<file path="src/sv/e2cd_pkg.sv">
// shared widths, word layout and month table for the epoch to civil datetime converter
package e2cd_pkg;

    localparam int unsigned SECS_W   = 48;
    localparam int unsigned YEAR_W   = 24;
    localparam int unsigned MONTH_W  = 4;
    localparam int unsigned DAY_W    = 5;
    localparam int unsigned HOUR_W   = 5;
    localparam int unsigned MINUTE_W = 6;
    localparam int unsigned SECOND_W = 6;

    localparam int unsigned YEAR_LSB   = 0;
    localparam int unsigned MONTH_LSB  = YEAR_LSB + YEAR_W;
    localparam int unsigned DAY_LSB    = MONTH_LSB + MONTH_W;
    localparam int unsigned HOUR_LSB   = DAY_LSB + DAY_W;
    localparam int unsigned MINUTE_LSB = HOUR_LSB + HOUR_W;
    localparam int unsigned SECOND_LSB = MINUTE_LSB + MINUTE_W;
    localparam int unsigned FIELDS_W   = SECOND_LSB + SECOND_W;

    localparam int unsigned S_TDATA_W = ((SECS_W + 7) / 8) * 8;
    localparam int unsigned M_TDATA_W = ((FIELDS_W + 7) / 8) * 8;

    // first day of each month within a march-based year
    function automatic logic [8:0] month_start(input logic [3:0] mpos);
        logic [8:0] start;
        unique case (mpos)
            4'd0:    start = 9'd0;
            4'd1:    start = 9'd31;
            4'd2:    start = 9'd61;
            4'd3:    start = 9'd92;
            4'd4:    start = 9'd122;
            4'd5:    start = 9'd153;
            4'd6:    start = 9'd184;
            4'd7:    start = 9'd214;
            4'd8:    start = 9'd245;
            4'd9:    start = 9'd275;
            4'd10:   start = 9'd306;
            4'd11:   start = 9'd337;
            default: start = 9'd0;
        endcase
        return start;
    endfunction

endpackage

</file>
<file path="src/sv/epoch_to_civil_datetime_top.sv">
// epoch to civil datetime converter, top level
//
// slave side takes one word per signed 48-bit count of seconds since
// 1970-01-01 00:00:00 utc; master side returns the proleptic gregorian
// year, month, day, hour, minute and second of that instant.
// the converter is a 12-register pipeline: input register, ten stages of
// constant-reciprocal divides and corrections, and the output register.
// throughput is one word per cycle while the master side is not stalled.
// every stage advances when it is empty or the stage after it advances, so
// when the receiver stalls the pipeline keeps filling its bubbles and the
// slave side stays ready until all twelve registers hold words.
// reset clears only the valid bits: no word is presented after reset and
// the slave side is ready in the first cycle.
module epoch_to_civil_datetime_top (
    input  logic                            i_clk,
    input  logic                            i_rst_n,
    input  logic                            i_s_axis_tvalid,
    output logic                            o_s_axis_tready,
    // epoch_seconds
    input  logic [e2cd_pkg::S_TDATA_W-1:0]  i_s_axis_tdata,
    output logic                            o_m_axis_tvalid,
    input  logic                            i_m_axis_tready,
    // year, month, day, hour, minute, second, zero pad
    output logic [e2cd_pkg::M_TDATA_W-1:0]  o_m_axis_tdata
);

    localparam int unsigned N_STG = 12;
    localparam int unsigned PAD_W = e2cd_pkg::M_TDATA_W - e2cd_pkg::FIELDS_W;

    localparam logic [41:0] SECS_BIAS = 42'(64'd675 << 31);
    localparam logic [15:0] CYC_OFS   = 16'd16384;
    localparam logic [31:0] DAY_BIAS  =
        32'(64'd719468 + 64'd146097 * 64'd16384 - 64'd2147483648);

    localparam logic [21:0] M_HI    = 22'(((64'd1 << 31) + 64'd674) / 64'd675);
    localparam logic [31:0] M_LO    = 32'(((64'd1 << 41) + 64'd674) / 64'd675);
    localparam logic [32:0] M_CYC   = 33'(((64'd1 << 50) + 64'd146096) / 64'd146097);
    localparam logic [17:0] M_HR    = 18'(((64'd1 << 29) + 64'd3599) / 64'd3600);
    localparam logic [12:0] M_MIN   = 13'(((64'd1 << 18) + 64'd59) / 64'd60);
    localparam logic [18:0] M_1460  = 19'(((64'd1 << 29) + 64'd1459) / 64'd1460);
    localparam logic [18:0] M_36524 = 19'(((64'd1 << 34) + 64'd36523) / 64'd36524);
    localparam logic [18:0] M_365   = 19'(((64'd1 << 27) + 64'd364) / 64'd365);
    localparam logic [9:0]  M_100   = 10'(((64'd1 << 16) + 64'd99) / 64'd100);

    localparam logic [3:0] MPOS_JAN = 4'd10;

    logic [N_STG-1:0] r_vld;
    logic [N_STG-1:0] w_en;

    // stage registers
    logic [47:0] r_secs_s0;
    logic [11:0] r_qh_s1;
    logic [20:0] r_uh_s1;
    logic [20:0] r_ul_s1;
    logic [6:0]  r_r7_s1;
    logic [30:0] r_x2_s2;
    logic [11:0] r_qh_s2;
    logic [6:0]  r_r7_s2;
    logic [20:0] r_q2_s3;
    logic [30:0] r_x2_s3;
    logic [11:0] r_qh_s3;
    logic [6:0]  r_r7_s3;
    logic [31:0] r_v_s4;
    logic [16:0] r_tod_s4;
    logic [14:0] r_cq_s5;
    logic [31:0] r_v_s5;
    logic [4:0]  r_hh_s5;
    logic [16:0] r_tod_s5;
    logic [17:0] r_dic_s6;
    logic [15:0] r_cyc_s6;
    logic [4:0]  r_hh_s6;
    logic [11:0] r_rem_s6;
    logic [17:0] r_dic_s7;
    logic [6:0]  r_a_s7;
    logic [2:0]  r_b_s7;
    logic        r_c_s7;
    logic [15:0] r_cyc_s7;
    logic [4:0]  r_hh_s7;
    logic [5:0]  r_mm_s7;
    logic [11:0] r_rem_s7;
    logic [17:0] r_t_s8;
    logic [17:0] r_dic_s8;
    logic [15:0] r_cyc_s8;
    logic [4:0]  r_hh_s8;
    logic [5:0]  r_mm_s8;
    logic [5:0]  r_ss_s8;
    logic [8:0]  r_yic_s9;
    logic [17:0] r_dic_s9;
    logic [15:0] r_cyc_s9;
    logic [4:0]  r_hh_s9;
    logic [5:0]  r_mm_s9;
    logic [5:0]  r_ss_s9;
    logic [8:0]  r_diy_s10;
    logic [23:0] r_ybase_s10;
    logic [4:0]  r_hh_s10;
    logic [5:0]  r_mm_s10;
    logic [5:0]  r_ss_s10;
    logic [e2cd_pkg::YEAR_W-1:0]   r_year_s11;
    logic [e2cd_pkg::MONTH_W-1:0]  r_month_s11;
    logic [e2cd_pkg::DAY_W-1:0]    r_day_s11;
    logic [e2cd_pkg::HOUR_W-1:0]   r_hour_s11;
    logic [e2cd_pkg::MINUTE_W-1:0] r_minute_s11;
    logic [e2cd_pkg::SECOND_W-1:0] r_second_s11;

    // next values
    logic [11:0] n_qh_s1;
    logic [30:0] n_x2_s2;
    logic [20:0] n_q2_s3;
    logic [31:0] n_v_s4;
    logic [16:0] n_tod_s4;
    logic [14:0] n_cq_s5;
    logic [4:0]  n_hh_s5;
    logic [17:0] n_dic_s6;
    logic [15:0] n_cyc_s6;
    logic [11:0] n_rem_s6;
    logic [6:0]  n_a_s7;
    logic [2:0]  n_b_s7;
    logic        n_c_s7;
    logic [5:0]  n_mm_s7;
    logic [17:0] n_t_s8;
    logic [5:0]  n_ss_s8;
    logic [8:0]  n_yic_s9;
    logic [8:0]  n_diy_s10;
    logic [23:0] n_ybase_s10;
    logic [e2cd_pkg::YEAR_W-1:0]  n_year_s11;
    logic [e2cd_pkg::MONTH_W-1:0] n_month_s11;
    logic [e2cd_pkg::DAY_W-1:0]   n_day_s11;

    // combinational intermediates
    logic [41:0] w_u;
    logic [42:0] w_hi_prod;
    logic [20:0] w_rh;
    logic [62:0] w_lo_prod;
    logic [30:0] w_r2;
    logic [64:0] w_cyc_prod;
    logic [34:0] w_hr_prod;
    logic [31:0] w_dic_full;
    logic [16:0] w_rem_full;
    logic [36:0] w_d1460_prod;
    logic [36:0] w_d36524_prod;
    logic [24:0] w_min_prod;
    logic [11:0] w_ss_full;
    logic [36:0] w_y365_prod;
    logic [18:0] w_y100_prod;
    logic [17:0] w_soy;
    logic [17:0] w_diy_full;
    logic [3:0]  w_mpos;
    logic [8:0]  w_dom;

    // stage enables: a stage moves when empty or when the next one moves
    always_comb begin
        w_en[N_STG-1] = !r_vld[N_STG-1] || i_m_axis_tready;
        for (int k = N_STG - 2; k >= 0; k--) begin
            w_en[k] = !r_vld[k] || w_en[k+1];
        end
    end

    always_ff @(posedge i_clk) begin
        if (!i_rst_n) begin
            r_vld <= '0;
        end else begin
            if (w_en[0]) begin
                r_vld[0] <= i_s_axis_tvalid;
            end
            for (int k = 1; k < N_STG; k++) begin
                if (w_en[k]) begin
                    r_vld[k] <= r_vld[k-1];
                end
            end
        end
    end

    always_comb begin
        // split seconds into a biased count of 128 s units, then divide by 675
        w_u       = {r_secs_s0[47], r_secs_s0[47:7]} + SECS_BIAS;
        w_hi_prod = {22'd0, w_u[41:21]} * {21'd0, M_HI};
        n_qh_s1   = w_hi_prod[42:31];

        w_rh    = r_uh_s1 - ({9'd0, r_qh_s1} * 21'd675);
        n_x2_s2 = {w_rh[9:0], r_ul_s1};

        w_lo_prod = {32'd0, r_x2_s2} * {31'd0, M_LO};
        n_q2_s3   = w_lo_prod[61:41];

        w_r2     = r_x2_s3 - ({10'd0, r_q2_s3} * 31'd675);
        n_tod_s4 = {w_r2[9:0], r_r7_s3};
        n_v_s4   = {r_qh_s3[10:0], r_q2_s3} + DAY_BIAS;

        // 400-year cycles and hours
        w_cyc_prod = {33'd0, r_v_s4} * {32'd0, M_CYC};
        n_cq_s5    = w_cyc_prod[64:50];
        w_hr_prod  = {18'd0, r_tod_s4} * {17'd0, M_HR};
        n_hh_s5    = w_hr_prod[33:29];

        w_dic_full = r_v_s5 - ({17'd0, r_cq_s5} * 32'd146097);
        n_dic_s6   = w_dic_full[17:0];
        n_cyc_s6   = {1'b0, r_cq_s5} - CYC_OFS;
        w_rem_full = r_tod_s5 - ({12'd0, r_hh_s5} * 17'd3600);
        n_rem_s6   = w_rem_full[11:0];

        // leap corrections within the cycle, minutes
        w_d1460_prod  = {19'd0, r_dic_s6} * {18'd0, M_1460};
        n_a_s7        = w_d1460_prod[35:29];
        w_d36524_prod = {19'd0, r_dic_s6} * {18'd0, M_36524};
        n_b_s7        = w_d36524_prod[36:34];
        n_c_s7        = (r_dic_s6 == 18'd146096);
        w_min_prod    = {13'd0, r_rem_s6} * {12'd0, M_MIN};
        n_mm_s7       = w_min_prod[23:18];

        n_t_s8    = r_dic_s7 - {11'd0, r_a_s7} + {15'd0, r_b_s7} - {17'd0, r_c_s7};
        w_ss_full = r_rem_s7 - ({6'd0, r_mm_s7} * 12'd60);
        n_ss_s8   = w_ss_full[5:0];

        w_y365_prod = {19'd0, r_t_s8} * {18'd0, M_365};
        n_yic_s9    = w_y365_prod[35:27];

        // day of the march-based year and the cycle's base year
        w_y100_prod = {10'd0, r_yic_s9} * {9'd0, M_100};
        w_soy       = ({9'd0, r_yic_s9} * 18'd365) + {11'd0, r_yic_s9[8:2]}
                    - {16'd0, w_y100_prod[17:16]};
        w_diy_full  = r_dic_s9 - w_soy;
        n_diy_s10   = w_diy_full[8:0];
        n_ybase_s10 = ({{8{r_cyc_s9[15]}}, r_cyc_s9} * 24'd400) + {15'd0, r_yic_s9};

        // month by comparing against month starts
        w_mpos = 4'd0;
        for (int k = 1; k < 12; k++) begin
            if (r_diy_s10 >= e2cd_pkg::month_start(4'(k))) begin
                w_mpos = w_mpos + 4'd1;
            end
        end
        w_dom       = r_diy_s10 - e2cd_pkg::month_start(w_mpos) + 9'd1;
        n_day_s11   = w_dom[4:0];
        n_month_s11 = (w_mpos < MPOS_JAN) ? w_mpos + 4'd3 : w_mpos - 4'd9;
        n_year_s11  = r_ybase_s10 + {23'd0, (w_mpos >= MPOS_JAN)};
    end

    always_ff @(posedge i_clk) begin
        if (w_en[0]) begin
            r_secs_s0 <= i_s_axis_tdata[e2cd_pkg::SECS_W-1:0];
        end
        if (w_en[1]) begin
            r_qh_s1 <= n_qh_s1;
            r_uh_s1 <= w_u[41:21];
            r_ul_s1 <= w_u[20:0];
            r_r7_s1 <= r_secs_s0[6:0];
        end
        if (w_en[2]) begin
            r_x2_s2 <= n_x2_s2;
            r_qh_s2 <= r_qh_s1;
            r_r7_s2 <= r_r7_s1;
        end
        if (w_en[3]) begin
            r_q2_s3 <= n_q2_s3;
            r_x2_s3 <= r_x2_s2;
            r_qh_s3 <= r_qh_s2;
            r_r7_s3 <= r_r7_s2;
        end
        if (w_en[4]) begin
            r_v_s4   <= n_v_s4;
            r_tod_s4 <= n_tod_s4;
        end
        if (w_en[5]) begin
            r_cq_s5  <= n_cq_s5;
            r_v_s5   <= r_v_s4;
            r_hh_s5  <= n_hh_s5;
            r_tod_s5 <= r_tod_s4;
        end
        if (w_en[6]) begin
            r_dic_s6 <= n_dic_s6;
            r_cyc_s6 <= n_cyc_s6;
            r_hh_s6  <= r_hh_s5;
            r_rem_s6 <= n_rem_s6;
        end
        if (w_en[7]) begin
            r_dic_s7 <= r_dic_s6;
            r_a_s7   <= n_a_s7;
            r_b_s7   <= n_b_s7;
            r_c_s7   <= n_c_s7;
            r_cyc_s7 <= r_cyc_s6;
            r_hh_s7  <= r_hh_s6;
            r_mm_s7  <= n_mm_s7;
            r_rem_s7 <= r_rem_s6;
        end
        if (w_en[8]) begin
            r_t_s8   <= n_t_s8;
            r_dic_s8 <= r_dic_s7;
            r_cyc_s8 <= r_cyc_s7;
            r_hh_s8  <= r_hh_s7;
            r_mm_s8  <= r_mm_s7;
            r_ss_s8  <= n_ss_s8;
        end
        if (w_en[9]) begin
            r_yic_s9 <= n_yic_s9;
            r_dic_s9 <= r_dic_s8;
            r_cyc_s9 <= r_cyc_s8;
            r_hh_s9  <= r_hh_s8;
            r_mm_s9  <= r_mm_s8;
            r_ss_s9  <= r_ss_s8;
        end
        if (w_en[10]) begin
            r_diy_s10   <= n_diy_s10;
            r_ybase_s10 <= n_ybase_s10;
            r_hh_s10    <= r_hh_s9;
            r_mm_s10    <= r_mm_s9;
            r_ss_s10    <= r_ss_s9;
        end
        if (w_en[11]) begin
            r_year_s11   <= n_year_s11;
            r_month_s11  <= n_month_s11;
            r_day_s11    <= n_day_s11;
            r_hour_s11   <= r_hh_s10;
            r_minute_s11 <= r_mm_s10;
            r_second_s11 <= r_ss_s10;
        end
    end

    assign o_s_axis_tready = w_en[0];
    assign o_m_axis_tvalid = r_vld[N_STG-1];
    assign o_m_axis_tdata  = {{PAD_W{1'b0}}, r_second_s11, r_minute_s11, r_hour_s11,
                              r_day_s11, r_month_s11, r_year_s11};

endmodule

</file>
<file path="config.mk">
export PLATFORM = sky130hd
export DESIGN_NAME = epoch_to_civil_datetime_top
export DESIGN_NICKNAME = d
export VERILOG_FILES = /design/src/sv/e2cd_pkg.sv /design/src/sv/epoch_to_civil_datetime_top.sv
export SDC_FILE = /design/constraint.sdc
export NUM_CORES = 2
export LEC_CHECK = 0
export ABC_AREA = 1
export BUFFER_PORTS_ARGS = -buffer_cell sky130_fd_sc_hd__buf_2
export CAP_MARGIN = 20
export CELL_PAD_IN_SITES_DETAIL_PLACEMENT = 1
export CELL_PAD_IN_SITES_GLOBAL_PLACEMENT = 1
export CORE_MARGIN = 1.5
export CORE_UTILIZATION = 47
export CTS_BUF_LIST = sky130_fd_sc_hd__clkbuf_16
export DETAILED_ROUTE_END_ITERATION = 6
export PLACE_DENSITY_LB_ADDON = 0.1
export SYNTH_ARGS = -nofsm -noshare
export SYNTH_HDL_FRONTEND = slang
export SYNTH_SLANG_ARGS = --single-unit
export TNS_END_PERCENT = 100
</file>
<file path="constraint.sdc">
create_clock -name i_clk -period 24 [get_ports i_clk]
set_input_delay 4.8 -clock i_clk [delete_from_list [all_inputs] [get_ports i_clk]]
set_output_delay 4.8 -clock i_clk [all_outputs]
set_load 0.03 [all_outputs]
</file>
==> summary.md <==
| Metric | Value |
|---|---|
| CP endpoint kind | `output pin` |
| Post-CTS Setup Inserts | `0` |
| R2R Path Start | `r_diy_s10[4]` |
| Reg2reg setup slack | `15,470 ps` |
| F_max | `68.8 MHz` |
| Hold Path End | `r_dic_s9[4]` |
| # fillers | `21,500` |
| Syn avg cell area | `10.5 sq um` |
| Critical hold path startpoint | `r_dic_s8[4]` |
| Multiplexer share of the synthesized area | `0.000121` |
| Ys Warns | `0` |
| Compound-Gate Fraction of Synth Area | `0.0497` |
| Max Cap Viol | `0` |
| Area grow syn2layout | `7.24%` |
| Clock buffer count from CTS | `79` |
| Slew @ Worst Pin | `971 ps` |
| Worst-case reg-to-reg path depth | `46` |
| Count of different cell masters after synthesis | `58` |
| Mapped Cells | `8,871` |
| Setup Viol. Count Final | `0` |
| Endpoints failing hold | `0` |
| RSZ-0062 raised after global routing | `false` |
| Asr flop ratio synth | `0` |
| Seq cells post-synth | `626` |
| Layout cells sized above 1 | `0.0399` |
| Post-Route WL | `249,000 um` |
| Starting density of the core | `0.475` |
| Critical Path RT | `19,200 ps` |
| DRT antenna net count | `0` |
| R2R Path End | `r_year_s11[22]` |
| Synth Area in Simple Gates | `0.0574` |
| Total global-route track usage | `0.258` |
| Max-slew headroom | `0.352` |
| Hold Crit Class | `reg2reg` |
| Post-Syn Area | `92,700 sq um` |
| Seq/Total Area, Yosys | `0.201` |
| Final Max Slew Viols | `0` |
| H-Tree Depth | `3` |
| # rows | `162` |
| Initial DRC Count | `2,237` |
| Area leader, netlist | `fa_1` |
| Core area | `195,000 sq um` |
| DP Wirelength | `220,000 um` |
| Synth Area in Adders | `0.556` |
| Root buf cell | `clkbuf_16` |
| WP data arrival | `9730 ps` |
| Vias in the first global route | `69,200` |
| Tcrit/Tclk final | `0.606` |
| First-pass GRT wire length | `393,000 um` |
| Yosys top cell area share | `0.291` |
| Sink Count | `626` |
| Main area contributors after synthesis | `fa_1 (29%), ha_1 (26%), edfxtp_1 (20%), inv_1 (10%), nand2_1 (2.3%)` |
| Worst skew pair latency | `720 ps` |
| CP max stage delay | `590 ps` |
| Grt ovf | `0` |
| Initial antenna violation count | `1` |
| Port-buffer cells | `103` |
| 1st-pass router iterations | `5` |
| Setup TNS | `0 ps` |
| GPL Wtd Cong | `0.940` |
| Final Skew | `41.8 ps` |
| Synth Flop Type | `edfxtp_1` |
| Final nets | `12,400` |
| Largest net degree at the start of global routing | `63` |
| Vias | `60,100` |
| CTS tree | `yes` |
| Post-synth EDFFs | `614` |
| Die Span Y | `447 um` |
| DRC | `0` |
| Run status | `finished clean` |
| CTS max path bufs | `3` |
| Die area | `200,000 sq um` |
| Crit Path Max Fanout | `52` |
| Crit-path slowest cell | `buf_4` |
| IO Count | `110` |
| Fin crit period | `14,530 ps` |
| Combinational family with the most area after synthesis | `adder cells` |
| Most common cell on crit path | `nor2_1` |
| CP Class | `in2out` |
| CTS Hold Buffers Added | `0` |
| DR WL/cell | `21.2 um` |
| Vias per Instance | `5.11` |
| Post-CTS sizing | `0` |
| Die Wd | `447 um` |
| CTS clk-pin slew, worst paths | `60 ps` |
| CP startpoint kind | `primary input` |
| Post-synthesis xor/xnor area fraction | `0.0310` |
| Hold path depth | `0` |
## critical path: cells and delay by family
kind	cells	cell delay (ps)
AND/OR/NAND/NOR	12	1210
buffers and inverters	17	3640
## routing by layer
layer	up-vias	global-route usage	part of all wire	wire length (um)
met1	30600	0.312	0.42	104000
met3	316	0.0207	0.021	5300
li1	28500	-	-	-
met2	713	0.483	0.53	131000
met4	0	0.0809	0.036	8900
met5	-	0	0	0
## cell usage after synthesis, types with 10 or more instances
| library cell | n |
|---|---|
| nand3_1 | 129 |
| nand2_2 | 26 |
| or2_2 | 12 |
| o221ai_1 | 10 |
| inv_2 | 14 |
| nand3_2 | 16 |
| fa_1 | 1350 |
| a21o_1 | 18 |
| nor4_1 | 25 |
| xnor2_1 | 128 |
| inv_1 | 2550 |
| nand4_1 | 41 |
| o21ai_0 | 181 |
| nand2_1 | 559 |
| o31ai_1 | 15 |
| o21bai_1 | 30 |
| xor2_1 | 200 |
| a31oi_1 | 42 |
| o211ai_1 | 19 |
| nor2_1 | 324 |
| nor3_1 | 54 |
| ha_1 | 1959 |
| dfxtp_1 | 12 |
| edfxtp_1 | 614 |
| nand2_4 | 10 |
| o2111ai_1 | 10 |
| a21oi_1 | 411 |
| a211oi_1 | 11 |
| o21a_1 | 25 |
## worst max-delay path by stage
stage | depth (start not counted) | slack [ps] | startpoint | endpoint
final | 29 | 9470 | i_m_axis_tready | o_s_axis_tready
after global routing | 29 | 8890 | i_m_axis_tready | o_s_axis_tready
after CTS | 29 | 9350 | i_m_axis_tready | o_s_axis_tready
after detailed placement | 29 | 9360 | i_m_axis_tready | o_s_axis_tready
after global placement | 29 | 9350 | i_m_axis_tready | o_s_axis_tready
after floorplan | 22 | 1350 | i_m_axis_tready | o_s_axis_tready
## flip-flops by register name, indices dropped and copies added, names as in the netlist, 12 cells and up
name         cells
r_cq_s5         15
r_cyc_s6        15
r_cyc_s7        15
r_cyc_s8        15
r_cyc_s9        15
r_dic_s6        18
r_dic_s7        18
r_q2_s3         21
r_rem_s6        12
r_secs_s0       48
r_t_s8          18
r_tod_s4        17
r_tod_s5        12
r_ul_s1         21
r_v_s4          32
r_v_s5          18
r_vld           12
r_x2_s2         31
r_ybase_s10     24
r_year_s11      24
## per-stage QoR
step / cells / instance area [sq um] / worst slack [ps] / hold WS [ps] / utilization
after floorplan: 8876 / 92800 / 1350 / 400 / -
after detailed placement: 11600 / 96700 / 9360 / 405 / 0.495
after CTS: 11800 / 99400 / 9350 / 400 / 0.509
final: 11800 / 99500 / 9470 / 408 / 0.509
after global routing: 11800 / 99400 / 8890 / 416 / 0.509
after global placement: 11600 / 96700 / 9350 / 401 / 0.495
## logic make-up (layout without fill, tap and decap cells)
kind of cell,Yosys count,in the layout
AO/OA/AOI/OAI,812,812
adder cells (fa/ha/maj),3309,3309
flip-flops,626,626
other,1,7
XOR/XNOR,328,328
AND/OR/NAND/NOR,1219,1219
buffers and inverters,2575,2844
multiplexers,1,1
## area by class of cell
cell class,count,area (sq um),area share
Clock inverter,66,706,0.00710
Multi-Input combinational cell,5675,64400,0.648
Tap cell,2624,3280,0.0330
Inverter,2565,9630,0.0968
Sequential cell,626,18700,0.188
Timing Repair Buffer,133,753,0.00757
Clock buffer,80,2000,0.0201
Antenna cell,1,2.50,0.0000252
## placed cells by master, fill, tap and decap left out, drive strengths merged, types with 19 or more instances in the layout
| master | Yosys | layout |
|---|---|---|
| a21oi | 411 | 411 |
| a31oi | 43 | 43 |
| buf | 9 | 133 |
| clkbuf | 1 | 80 |
| clkinv | 0 | 33 |
| edfxtp | 614 | 614 |
| fa | 1350 | 1350 |
| ha | 1959 | 1959 |
| inv | 2565 | 2581 |
| nand2 | 595 | 595 |
| nand3 | 145 | 145 |
| nand4 | 41 | 41 |
| nor2 | 329 | 329 |
| nor3 | 54 | 54 |
| nor4 | 26 | 26 |
| o211ai | 19 | 19 |
| o21a | 25 | 25 |
| o21ai | 188 | 188 |
| o21bai | 30 | 30 |
| xnor2 | 128 | 128 |
| xor2 | 200 | 200 |
Power is left out: the tool's default activity adds up to more than one toggle a clock period on the data nets, which glitch-free logic cannot reach.
